## config.mk

```make
export PLATFORM = sky130hd
export DESIGN_NAME = typed_letter_led_renderer_unit
export DESIGN_NICKNAME = d
export VERILOG_FILES = /design/src/design/tllr_pkg.sv /design/src/design/typed_letter_led_renderer_unit.sv
export SDC_FILE = /design/constraint.sdc
export NUM_CORES = 1
export LEC_CHECK = 0
export ABC_AREA = 1
export BUFFER_PORTS_ARGS = -buffer_cell sky130_fd_sc_hd__buf_4
export CAP_MARGIN = 20
export CELL_PAD_IN_SITES_DETAIL_PLACEMENT = 1
export CELL_PAD_IN_SITES_GLOBAL_PLACEMENT = 2
export CORE_ASPECT_RATIO = 1.5
export CORE_MARGIN = 5
export CORE_UTILIZATION = 25
export CTS_CLUSTER_SIZE = 14
export DETAILED_ROUTE_END_ITERATION = 8
export MAX_ROUTING_LAYER = met4
export PLACE_DENSITY = 0.56
export SYNTH_ARGS = -nofsm -noshare
export SYNTH_HDL_FRONTEND = slang
export SYNTH_SLANG_ARGS = --single-unit
export TNS_END_PERCENT = 1
```

## constraint.sdc

```tcl
create_clock -name clk -period 12.65 [get_ports clk]
set_input_delay 2.53 -clock clk [delete_from_list [all_inputs] [get_ports clk]]
set_output_delay 2.53 -clock clk [all_outputs]
set_load 0.05 [all_outputs]
```

## src/design/tllr_pkg.sv

```systemverilog
// Shared constants, types and font helpers for the typed letter LED renderer.
package tllr_pkg;

	localparam int GLYPH_TOTAL = 37;
	localparam int FONT_HEIGHT = 5;

	localparam logic [15:0] HOLD_MS      = 16'd900;
	localparam logic [15:0] FADE_END_MS  = 16'd1600;
	localparam logic [9:0]  FADE_SPAN_MS = 10'd700;
	localparam logic [8:0]  PERIOD_BASE  = 9'd300;
	localparam logic [8:0]  PERIOD_MIN   = 9'd40;
	localparam logic [7:0]  HUE_LETTER   = 8'd28;
	localparam logic [7:0]  HUE_GLYPH    = 8'd10;
	localparam logic [7:0]  FADE_FULL    = 8'hFF;

	localparam logic [1:0] CFG_EFFECT     = 2'd0;
	localparam logic [1:0] CFG_SPEED      = 2'd1;
	localparam logic [1:0] CFG_BRIGHTNESS = 2'd2;

	localparam logic [0:0] EFFECT_MARQUEE = 1'b0;
	localparam logic [0:0] EFFECT_BIG     = 1'b1;

	localparam logic [0:0] MODE_KEY   = 1'b0;
	localparam logic [0:0] MODE_QUERY = 1'b1;

	// one octal digit per font row, top row first; bit 2 of a digit is the left column
	localparam logic [14:0] FONT [GLYPH_TOTAL] = '{
		15'o25755, 15'o65656, 15'o34443, 15'o65556, 15'o74647, 15'o74644,
		15'o34553, 15'o55755, 15'o72227, 15'o11152, 15'o56465, 15'o44447,
		15'o57755, 15'o57775, 15'o25552, 15'o65644, 15'o25563, 15'o65655,
		15'o34216, 15'o72222, 15'o55557, 15'o55552, 15'o55775, 15'o55255,
		15'o55222, 15'o71247,
		15'o75557, 15'o26227, 15'o61247, 15'o71317, 15'o55711, 15'o74717,
		15'o34757, 15'o71244, 15'o75757, 15'o75716,
		15'o00000
	};

	typedef struct packed {
		logic       valid;
		logic [5:0] glyph;
	} glyph_map_t;

	function automatic glyph_map_t code_to_glyph(input logic [15:0] code);
		glyph_map_t r;
		r.valid = 1'b1;
		r.glyph = 6'd0;
		if (code >= 16'd4 && code <= 16'd29) begin
			r.glyph = 6'(code - 16'd4);
		end else if (code >= 16'd30 && code <= 16'd38) begin
			r.glyph = 6'(code - 16'd3);
		end else if (code == 16'd39) begin
			r.glyph = 6'd26;
		end else if (code == 16'd44) begin
			r.glyph = 6'd36;
		end else begin
			r.valid = 1'b0;
		end
		return r;
	endfunction

	function automatic logic font_pixel(input logic [5:0] glyph, input logic [1:0] fcol,
			input logic [2:0] row);
		logic [14:0] bits;
		logic [2:0]  rb;
		logic        px;
		px = 1'b0;
		if (glyph < 6'(GLYPH_TOTAL) && fcol != 2'd3 && row < 3'(FONT_HEIGHT)) begin
			bits = FONT[glyph];
			rb = 3'(bits >> (4'd3 * (4'd4 - {1'b0, row})));
			case (fcol)
				2'd0:    px = rb[2];
				2'd1:    px = rb[1];
				default: px = rb[0];
			endcase
		end
		return px;
	endfunction

endpackage

```

## src/design/typed_letter_led_renderer_unit.sv

```systemverilog
// Top level of the typed letter LED renderer: key ring, serial divider and pixel output.
//
// Key events (tuser = 0) are taken directly in ST_IDLE and give no output
// transfer; a key event can follow in the very next cycle. A render query
// (tuser = 1) passes from its input transfer through ST_DIV, the bit-serial
// divider, which yields one quotient bit per cycle and folds it into the scroll
// position modulo the marquee span at the same time (in big mode it divides the
// fade ramp times 255 by 700), then ST_ADDR for address decode and ring read
// and ST_OUT for font lookup and value scaling and the load of the output
// register. The next item is taken once the query has been loaded into the
// output register, even while that result still waits for its transfer. No
// clearing pass runs after reset; ring slots are used only once written.
module typed_letter_led_renderer_unit #(
	parameter int RING_DEPTH   = 16,
	parameter int GRID_COLUMNS = 15
) (
	input  logic        clk,
	input  logic        arst_n,
	input  logic        s_axis_tvalid,
	output logic        s_axis_tready,
	// key_code[15:0], key_pressed[16], grid_column[20:17], grid_row[23:21], time_ms[55:24]
	input  logic [55:0] s_axis_tdata,
	// mode[0]
	input  logic [0:0]  s_axis_tuser,
	output logic        m_axis_tvalid,
	input  logic        m_axis_tready,
	// pixel_lit[0], pixel_hue[8:1], pixel_value[16:9], zero[23:17]
	output logic [23:0] m_axis_tdata,
	input  logic        cfg_we,
	input  logic [1:0]  cfg_index,
	input  logic [7:0]  cfg_data
);
	import tllr_pkg::*;

	localparam int HW     = (RING_DEPTH > 1) ? $clog2(RING_DEPTH) : 1;
	localparam int CW     = $clog2(RING_DEPTH + 1);
	localparam int SW     = CW + 1;
	localparam int SPAN_W = $clog2(4 * RING_DEPTH + GRID_COLUMNS + 1);
	localparam int PW     = SPAN_W + 1;

	typedef enum logic [1:0] {ST_IDLE, ST_DIV, ST_ADDR, ST_OUT} state_t;
	typedef enum logic [1:0] {FS_HOLD, FS_FADE, FS_OFF} fade_sel_t;

	state_t      state_q;
	fade_sel_t   fade_sel_q;
	logic [0:0]  effect_q;
	logic [7:0]  speed_q;
	logic [7:0]  bright_q;
	logic [HW-1:0] head_q;
	logic [CW-1:0] count_q;
	logic [15:0] npt_q;

	logic [5:0]  ring [RING_DEPTH];
	logic [5:0]  rd_q;
	logic        ring_we;
	logic [HW-1:0] rd_addr;

	logic [31:0] dvd_q;
	logic [9:0]  dvs_q;
	logic [9:0]  rem_q;
	logic [SPAN_W-1:0] span_q;
	logic [SPAN_W-1:0] mod_q;
	logic [7:0]  q8_q;
	logic [4:0]  cnt_q;

	logic [3:0]  col_q;
	logic [2:0]  row_q;
	logic        ok_q;
	logic [1:0]  fcol_q;
	logic [CW-1:0] letter_q;
	logic [7:0]  fade_q;

	logic        out_valid_q;
	logic        out_lit_q;
	logic [7:0]  out_hue_q;
	logic [7:0]  out_val_q;

	// input unpack
	logic [15:0] in_code;
	logic        in_pressed;
	logic [3:0]  in_col;
	logic [2:0]  in_row;
	logic [31:0] in_time;
	assign in_code    = s_axis_tdata[15:0];
	assign in_pressed = s_axis_tdata[16];
	assign in_col     = s_axis_tdata[20:17];
	assign in_row     = s_axis_tdata[23:21];
	assign in_time    = s_axis_tdata[55:24];

	logic accept;
	assign s_axis_tready = (state_q == ST_IDLE);
	assign accept = s_axis_tvalid && s_axis_tready;

	glyph_map_t key_map;
	assign key_map = code_to_glyph(in_code);
	assign ring_we = accept && (s_axis_tuser == MODE_KEY) && in_pressed && key_map.valid;

	// query setup
	logic [8:0]  period;
	logic [15:0] elapsed;
	logic [9:0]  ramp;
	logic [17:0] ramp_x255;
	always_comb begin
		period = PERIOD_BASE - {1'b0, speed_q};
		if (period < PERIOD_MIN) begin
			period = PERIOD_MIN;
		end
		elapsed = in_time[15:0] - npt_q;
		ramp = 10'(elapsed - HOLD_MS);
		ramp_x255 = {ramp, 8'b0} - 18'(ramp);
	end

	// divider step
	logic [10:0] part;
	logic        qbit;
	logic [SPAN_W:0] mod2;
	always_comb begin
		part = {rem_q, dvd_q[31]};
		qbit = (part >= {1'b0, dvs_q});
		mod2 = {mod_q, qbit};
	end

	// address decode
	logic [PW-1:0] pos;
	logic [PW-1:0] tpos;
	logic [CW-1:0] letter;
	logic [SW-1:0] slot_sum;
	logic [HW-1:0] slot_m;
	logic [HW-1:0] slot_b;
	logic          in_text;
	logic          row_ok;
	logic [7:0]    fade;
	logic [3:0]    bcol;
	always_comb begin
		pos = PW'(col_q) + PW'(mod_q);
		tpos = pos - PW'(GRID_COLUMNS);
		in_text = (pos >= PW'(GRID_COLUMNS)) && (tpos < PW'({count_q, 2'b00}));
		letter = CW'(tpos >> 2);
		slot_sum = SW'(head_q) + SW'(RING_DEPTH) - SW'(count_q) + SW'(letter);
		if (slot_sum >= SW'(RING_DEPTH)) begin
			slot_sum = slot_sum - SW'(RING_DEPTH);
		end
		slot_m = HW'(slot_sum);
		slot_b = (head_q == '0) ? HW'(RING_DEPTH - 1) : HW'(head_q - 1'b1);
		row_ok = (row_q < 3'(FONT_HEIGHT)) && (count_q != '0);
		bcol = col_q - 4'd5;
		case (fade_sel_q)
			FS_HOLD: fade = FADE_FULL;
			FS_FADE: fade = FADE_FULL - q8_q;
			default: fade = 8'd0;
		endcase
		rd_addr = (effect_q == EFFECT_MARQUEE) ? slot_m : slot_b;
	end

	// output stage
	logic        px;
	logic [15:0] scaled;
	assign px = font_pixel(rd_q, fcol_q, row_q);
	assign scaled = {8'd0, fade_q} * ({8'd0, bright_q} + 16'd1);

	always_ff @(posedge clk) begin
		if (ring_we) begin
			ring[head_q] <= key_map.glyph;
		end
		rd_q <= ring[rd_addr];
	end

	always_ff @(posedge clk or negedge arst_n) begin
		if (!arst_n) begin
			state_q     <= ST_IDLE;
			effect_q    <= EFFECT_MARQUEE;
			speed_q     <= 8'd128;
			bright_q    <= 8'd255;
			head_q      <= '0;
			count_q     <= '0;
			npt_q       <= 16'd0;
			out_valid_q <= 1'b0;
		end else begin
			if (cfg_we) begin
				unique case (cfg_index)
					CFG_EFFECT:     effect_q <= cfg_data[0:0];
					CFG_SPEED:      speed_q  <= cfg_data;
					CFG_BRIGHTNESS: bright_q <= cfg_data;
					default: ;
				endcase
			end
			// in ST_OUT the reload below decides the valid flag
			if (m_axis_tvalid && m_axis_tready && state_q != ST_OUT) begin
				out_valid_q <= 1'b0;
			end
			unique case (state_q)
				ST_IDLE: begin
					if (ring_we) begin
						npt_q  <= in_time[15:0];
						head_q <= (head_q == HW'(RING_DEPTH - 1)) ? '0 : HW'(head_q + 1'b1);
						if (count_q != CW'(RING_DEPTH)) begin
							count_q <= count_q + 1'b1;
						end
					end
					if (accept && s_axis_tuser == MODE_QUERY) begin
						col_q  <= in_col;
						row_q  <= in_row;
						rem_q  <= 10'd0;
						mod_q  <= '0;
						q8_q   <= 8'd0;
						cnt_q  <= 5'd0;
						span_q <= SPAN_W'({count_q, 2'b00}) + SPAN_W'(GRID_COLUMNS);
						if (effect_q == EFFECT_MARQUEE) begin
							dvd_q <= in_time;
							dvs_q <= {1'b0, period};
						end else begin
							dvd_q <= {14'd0, ramp_x255};
							dvs_q <= FADE_SPAN_MS;
						end
						if (elapsed < HOLD_MS) begin
							fade_sel_q <= FS_HOLD;
						end else if (elapsed < FADE_END_MS) begin
							fade_sel_q <= FS_FADE;
						end else begin
							fade_sel_q <= FS_OFF;
						end
						state_q <= ST_DIV;
					end
				end
				ST_DIV: begin
					rem_q <= qbit ? 10'(part - {1'b0, dvs_q}) : part[9:0];
					dvd_q <= {dvd_q[30:0], 1'b0};
					q8_q  <= {q8_q[6:0], qbit};
					mod_q <= (mod2 >= {1'b0, span_q}) ? SPAN_W'(mod2 - {1'b0, span_q})
						: mod2[SPAN_W-1:0];
					cnt_q <= cnt_q + 5'd1;
					if (cnt_q == 5'd31) begin
						state_q <= ST_ADDR;
					end
				end
				ST_ADDR: begin
					fade_q   <= fade;
					letter_q <= letter;
					if (effect_q == EFFECT_MARQUEE) begin
						fcol_q <= tpos[1:0];
						ok_q   <= row_ok && in_text && (tpos[1:0] != 2'd3);
					end else begin
						fcol_q <= bcol[2:1];
						ok_q   <= row_ok && (fade != 8'd0) && (col_q >= 4'd5) && (col_q <= 4'd10);
					end
					state_q <= ST_OUT;
				end
				ST_OUT: begin
					if (!out_valid_q || m_axis_tready) begin
						out_valid_q <= 1'b1;
						out_lit_q   <= ok_q && px;
						if (ok_q && px) begin
							if (effect_q == EFFECT_MARQUEE) begin
								out_hue_q <= 8'(letter_q) * HUE_LETTER;
								out_val_q <= bright_q;
							end else begin
								out_hue_q <= {2'b00, rd_q} * HUE_GLYPH;
								out_val_q <= scaled[15:8];
							end
						end else begin
							out_hue_q <= 8'd0;
							out_val_q <= 8'd0;
						end
						state_q <= ST_IDLE;
					end
				end
				default: state_q <= ST_IDLE;
			endcase
		end
	end

	assign m_axis_tvalid = out_valid_q;
	assign m_axis_tdata  = {7'd0, out_val_q, out_hue_q, out_lit_q};

	a_count_bound: assert property (@(posedge clk) disable iff (!arst_n)
		count_q <= CW'(RING_DEPTH))
		else $error("glyph count beyond ring depth");

	a_unlit_black: assert property (@(posedge clk) disable iff (!arst_n)
		(m_axis_tvalid && !m_axis_tdata[0]) |-> (m_axis_tdata[16:1] == 16'd0))
		else $error("unlit pixel carries hue or value");

	a_query_busy: assert property (@(posedge clk) disable iff (!arst_n)
		(s_axis_tvalid && s_axis_tready && s_axis_tuser == MODE_QUERY) |=> !s_axis_tready)
		else $error("new item taken while a query is in progress");

endmodule
```

==> results of run 1 <==
-- layer usage --
| layer | track usage (%) | vias to the layer above | routed length, µm |
|---|---|---|---|
| met4 | 3.59 | 0 | 1340 |
| met3 | 1.24 | 62 | 1270 |
| met1 | 17.0 | 7354 | 24700 |
| met2 | 27.6 | 150 | 31900 |
| met5 | - | - | 0 |
| li1 | - | 7415 | - |
-- cells by family after synthesis --
group                    synth area share, %
adder cells (fa/ha/maj)                 14.4
multiplexers                           0.107
other                                 0.0200
XOR/XNOR                                3.26
buffers and inverters                   7.95
AO/OA/AOI/OAI                           11.3
flip-flops                              41.0
AND/OR/NAND/NOR                         22.1
-- layout by cell type (no fill, tap or decap), types with 13 or more instances in the layout --
cell type,instances
nor2_1,188
fa_1,52
nor2_2,20
inv_2,13
ha_1,131
buf_4,104
clkbuf_16,32
xor2_1,47
o22ai_1,17
nand2_2,20
nand2_1,480
inv_1,280
dfrtp_1,35
edfxtp_1,214
nand3_1,139
xnor2_1,19
nand4_1,14
nor3_1,20
o21ai_0,140
a22o_1,14
a21oi_1,109
-- power groups by stage --
stage / Sequential, mW / Clock (mW) / Combinational (mW)
detailed placement: 1.27 / 0 / 2.44
finish: 1.25 / 0.891 / 2.38
global placement: 1.27 / 0 / 2.41
global route: 1.26 / 0.967 / 2.74
CTS: 1.25 / 0.932 / 2.46
floorplan: 1.22 / 0 / 1.76
-- registers in the layout, summed over array words and instances (netlist names), 6 cells and up --
| signal | count |
|---|---|
| rd_q | 6 |
| fade_q | 8 |
| mod_q | 7 |
| ring | 96 |
| speed_q | 8 |
| out_val_q | 8 |
| dvs_q | 10 |
| dvd_q | 32 |
| q8_q | 8 |
| out_hue_q | 7 |
| bright_q | 8 |
| rem_q | 10 |
| npt_q | 16 |
-- per-stage QoR --
stage	hold WS (ns)	area (µm²)	std cells	setup WS (ns)
after floorplan	0.426	18800	2191	4.88
after global placement	0.473	20500	3227	6.40
after detailed placement	0.481	20500	3227	6.32
after CTS	0.497	21500	3284	6.71
after global routing	0.511	21500	3284	6.39
final	0.491	21500	3284	6.79
-- path summary, 6_finish.rpt --
check | start | to | slack (ns)
worst max-delay path | bright_q[0] | out_val_q[7] | 6.79
worst min-delay path | npt_q[9] | npt_q[9] | 0.49
worst max register to register | bright_q[0] | out_val_q[7] | 6.79
worst min register to register | npt_q[9] | npt_q[9] | 0.49
max in group asynchronous | arst_n | effect_q | 9.93
min in group asynchronous | arst_n | npt_q[9] | 2.20
-- final cells by class --
cell class / count / area [µm²] / share of cell area (%)
clock inverter: 15 / 130 / 0.606
clock buffer: 42 / 868 / 4.04
sequential: 265 / 7680 / 35.8
timing repair buffer: 104 / 781 / 3.63
multi-input combinational: 1562 / 9650 / 44.9
inverter: 296 / 1120 / 5.21
tap: 1000 / 1250 / 5.82
-- critical path, delay by kind of cell (launching register included) --
family / cells / cell delay (ns)
adders and majority gates: 5 / 2.40
and+or+nand+nor: 7 / 0.82
buffers and inverters: 2 / 0.09
xor gates and xnor gates: 1 / 0.58
DFF: 1 / 0.68
AOI/OAI and AO/OA: 4 / 1.04
==> metrics.cfg, run 1 <==
[clock_tree]
post-cts-setup-buffer-count = 0
insertion_delay_ns = 0.59
cts_buffers = 31
cts.repair.resized = 0
clkSlewWorstSetupHoldPaths_ns = 0.06
clock_path_buffers = 3
cts_tree = built
htree_levels = 1
ctsHoldBuffers = 0
cts_root_buffer = clkbuf_16
cts_sinks = 265

[synth]
yosys_most_used_dff = edfxtp_1
seq_area_frac_synth_pct = 41.0
synth-edff-count = 214
synthCells = 2184
avgSynthCellArea_um2 = 8.59
synth_commonest_cells = nand2_1 (480), inv_1 (280), edfxtp_1 (214), nor2_1 (189), o21ai_0 (140)
synth_top_cell_area_share_pct = 34.3
yosys.area.top_type = edfxtp_1
ys_async_sr_fraction_pct = 17.0
postSynthRegisterBits = 265
ys_warn_count = 0
ys_types = 69
synthMostInstantiatedCell = nand2_1
synth_area_leaders = edfxtp_1 (34%), nand2_1 (9.6%), ha_1 (8.8%)
netlist_area_mm2 = 0.0188

[floorplan]
placementRows = 123
initial_core_util_pct = 25.1
pin_count = 98
die-width_um = 234
core_area_mm2 = 0.0748
die_h_um = 345
dieArea_mm2 = 0.0807

[pwr]
power_density_mw_per_mm2 = 210
p_leak_nw = 9.53
p_sw_share_pct = 46.4
p_seq_share_pct = 27.6
p_comb_share_pct = 52.7
power.net_switching_mw = 2.10
power.total_mw = 4.52
power.internal_mw = 2.42
clockPowerShare_pct = 19.7
peakVddDrop_v = 0.000108

[route]
via_per_inst = 4.56
drtIter0Drc = 595
num_vias = 14981
routed_wl_mm = 59.2
drc_errors = 0
drt-pass1-iter-count = 5
avgRoutedWirePerCell_um = 18.0
final_antenna_net_count = 0

[setup_path]
cp_common_cell = fa_1
arrival_ns = 6.20
start_kind = flip-flop
worstPathRequired_ns = 12.99
crit_fanout = 11
cp_slowest_stage_delay_ns = 0.68
worstSetupPathType = flip-flop to flip-flop
crit_chain = nand3_1 > nor2_1 > nand3_1 > nor2_1 > xor2_1 > nor2_1 > fa_1 > fa_1 > fa_1 > inv_1 > fa_1 > inv_1 > ha_1 > a21oi_1 > o21ai_0 > a211oi_1 > nand3b_1 > a31oi_1 > nor2_2
crit_slowest_cell = dfstp_2
ff2ff_path_depth = 19
endpoint_kind = flip-flop

[final_layout]
drive_gt1_share_pct = 11.6
nets = 2516
synthToLayoutAreaGrowth_pct = 14.5
num-fill-cells = 8945
diodes = 0
post-route-util_pct = 28.7

[place]
gp_congestion = 0.816
dp_hpwl_mm = 45.4
io_buffers = 89

[flow_run]
cap_violations = 0

[sta]
finalHoldViolations = 0
clock.fmax_ghz = 0.171
tightest_slew_ns = 0.966
clock_skew_ns = 0.0193
slew_headroom_pct = 35.1
fin_crit_sh_pct = 46.4
tns_ns = 0
rsz0062_at_grt = false
finalSetupViolCount = 0
period_needed_ns = 5.86
maxSlewViolCount = 0

[min_path]
hp-class = flip-flop to flip-flop
min_path_cells = 2

[status]
outcome = finished clean

[global_route]
grt_pass1_vias = 16368
grt_usage_pct = 14.8
grt_max_degree = 63
gr-total-overflow = 0
grt_first_pass_wirelength_mm = 92.9
antenna_found_initial = 0

Power figures use the tool's default switching activity.
==> run 2: changes to the inputs <==
clock period = 5.6 ns   (was 12.65 ns; I/O delays follow)
==> metrics.cfg, run 2 (same netlist as run 1, synthesis figures left out) <==
[setup_path]
cp_slowest_stage_delay_ns = 0.56  ; -0.12 ns
cp_common_cell = fa_1
start_kind = flip-flop
crit_fanout = 6  ; -5
endpoint_kind = flip-flop
worstPathRequired_ns = 5.92  ; -7.07 ns
crit_chain = ha_1 > nand2_1 > nor2_2 > nand3_1 > nor2_2 > inv_1 > nand2_4 > nor2_1 > fa_1 > fa_1 > fa_1 > inv_1 > fa_1 > inv_1 > ha_1 > buf_4 > nand2_1 > o21ai_0 > a211oi_2 > nand3b_1 > a31oi_1 > nor2_2
worstSetupPathType = flip-flop to flip-flop
arrival_ns = 5.58  ; -0.62 ns
crit_slowest_cell = dfstp_2

[place]
pre_cts_slack_ns = 0.00348  ; -6.32 ns
dp_hpwl_mm = 45.0  ; -0.84%
gp_congestion = 0.802  ; -1.8%
io_buffers = 89  ; unchanged
dp_cells = 3240  ; +0.40%
place_area_mm2 = 0.0206  ; +0.48%

[final_layout]
synthToLayoutAreaGrowth_pct = 15.6
final_common_cell = nand2_1
drive_gt1_share_pct = 12.7  ; +1.1 points
final_cell_area_mm2 = 0.0217  ; +0.97%
nets = 2531  ; +0.60%
largest_reg_flops = 96  ; unchanged
regMostFlops = ring
diodes = 0  ; unchanged
final_cells = 3299  ; +0.46%
reg_top3 = ring (96), dvd_q (32), npt_q (16)
layout_common_cells = nand2_1 (478), inv_1 (280), edfxtp_1 (214)

[sta]
fin_hold_ws_ns = 0.422  ; -0.0684 ns
finalHoldViolations = 0  ; unchanged
period_needed_ns = 5.26  ; -0.601 ns
clock_skew_ns = 0.0492  ; +0.0299 ns
maxSlewViolCount = 0  ; unchanged
slew_headroom_pct = 35.3  ; +0.12 points
setup_slack_ns = 0.336  ; -6.45 ns
finalSetupViolCount = 0  ; unchanged
fin_crit_sh_pct = 94.0  ; +48 points
tightest_slew_ns = 0.970  ; +0.00381 ns
clock.fmax_ghz = 0.190  ; +11%

[pwr]
p_leak_nw = 9.63  ; +0.99%
power_density_mw_per_mm2 = 480  ; +130%
peakVddDrop_v = 0.000214  ; +99%

[route]
via_per_inst = 4.55  ; -0.29%
avgRoutedWirePerCell_um = 17.7  ; -2.0%
drt-pass1-iter-count = 5  ; unchanged
drc_errors = 0  ; unchanged
drtIter0Drc = 602  ; +1.2%
num_vias = 15006  ; +0.17%
routed_wl_mm = 58.2  ; -1.6%
final_antenna_net_count = 0  ; unchanged

[global_route]
grt_pass1_vias = 16503  ; +0.82%
antenna_found_initial = 0  ; unchanged
grt_first_pass_wirelength_mm = 92.3  ; -0.57%
gr-total-overflow = 0  ; unchanged
grt_usage_pct = 14.6  ; -0.23 points
grt_max_degree = 65  ; +3.2%

[clock_tree]
cts_tree = built
cts_buffers = 31  ; unchanged
htree_levels = 1  ; unchanged
clkSlewWorstSetupHoldPaths_ns = 0.08  ; +0.02 ns
cts_root_buffer = clkbuf_16
cts_sinks = 265  ; unchanged
clock_path_buffers = 3  ; unchanged
insertion_delay_ns = 0.61  ; +0.02 ns

[status]
outcome = finished clean

[floorplan]
pin_count = 98  ; unchanged
die_h_um = 345  ; unchanged
core_area_mm2 = 0.0748  ; unchanged
die-width_um = 234  ; unchanged
placementRows = 123  ; unchanged
initial_core_util_pct = 25.1  ; unchanged
dieArea_mm2 = 0.0807  ; unchanged

[min_path]
hp-class = primary input to async pin

[flow_run]
cap_violations = 0  ; unchanged

run 2: cell count changes in the layout (fill, tap and decap cells not counted), moves of 3 or more:
cell       change
clkinv_1       +4
clkinv_2       -3
buf_4         +14
clkbuf_1       -4
clkbuf_16      +3
run 2: worst paths after layout:
kind / from / to / slack (ns) / depth (start not counted)
worst max-delay path: bright_q[1] / out_val_q[7] / 0.34 / 22
worst min-delay path: arst_n / effect_q / 0.42 / 1
worst max register to register: bright_q[1] / out_val_q[7] / 0.34 / 22
worst min register to register: bright_q[6] / bright_q[6] / 0.49 / 2
max in group asynchronous: arst_n / npt_q[15] / 4.39 / 2
min in group clk: bright_q[6] / bright_q[6] / 0.49 / 2
run 2: report_power, final:
part	switching (mW)	internal, mW
Clock	0.914	1.15
Combinational	3.61	1.93
Sequential	0.272	2.53
run 2: worst max-delay path: cells and delay by family (launching register included):
kind                     cells  cell delay [ns]
adder cells (fa/ha/maj)      6             2.57
flip-flops                   1             0.56
AO/OA/AOI/OAI                3             0.55
AND/OR/NAND/NOR              9             0.96
buffers and inverters        4             0.35
run 2: area by class of cell:
type / instances / area (µm²)
fillers: 8834 / 53100
multi-input cells: 1562 / 9710
flip-flops and latches: 265 / 7680
well taps: 1000 / 1250
inverters: 296 / 1120
clock buffers: 39 / 901
repair buffers: 119 / 901
clock inverters: 18 / 126
run 2: repair_timing:
action / in CTS / in global routing
setup buffers: 0 / 2
hold buffers: 0 / 0
endpoints found under the setup margin: 1 / 6
resized for setup: 2 / 12
run 2: through the flow:
| stage | total power [mW] | utilization (%) | setup TNS, ns |
|---|---|---|---|
| finish | 10.4 | 29.0 | 0 |
| global route | 11.4 | 29.0 | -0.00248 |
| CTS | 10.6 | 28.9 | 0 |
| detailed placement | 8.43 | 27.5 | 0 |
| global placement | 8.37 | 27.5 | 0 |
| floorplan | 6.73 | - | 0 |
run 2: per-layer routing:
| metal | vias to the layer above | track usage [%] | routed length, µm |
|---|---|---|---|
| met4 | 0 | 3.57 | 1370 |
| met2 | 159 | 27.0 | 31200 |
| met1 | 7324 | 17.0 | 24400 |
| met5 | - | - | 0 |
| li1 | 7452 | - | - |
| met3 | 71 | 1.02 | 1270 |
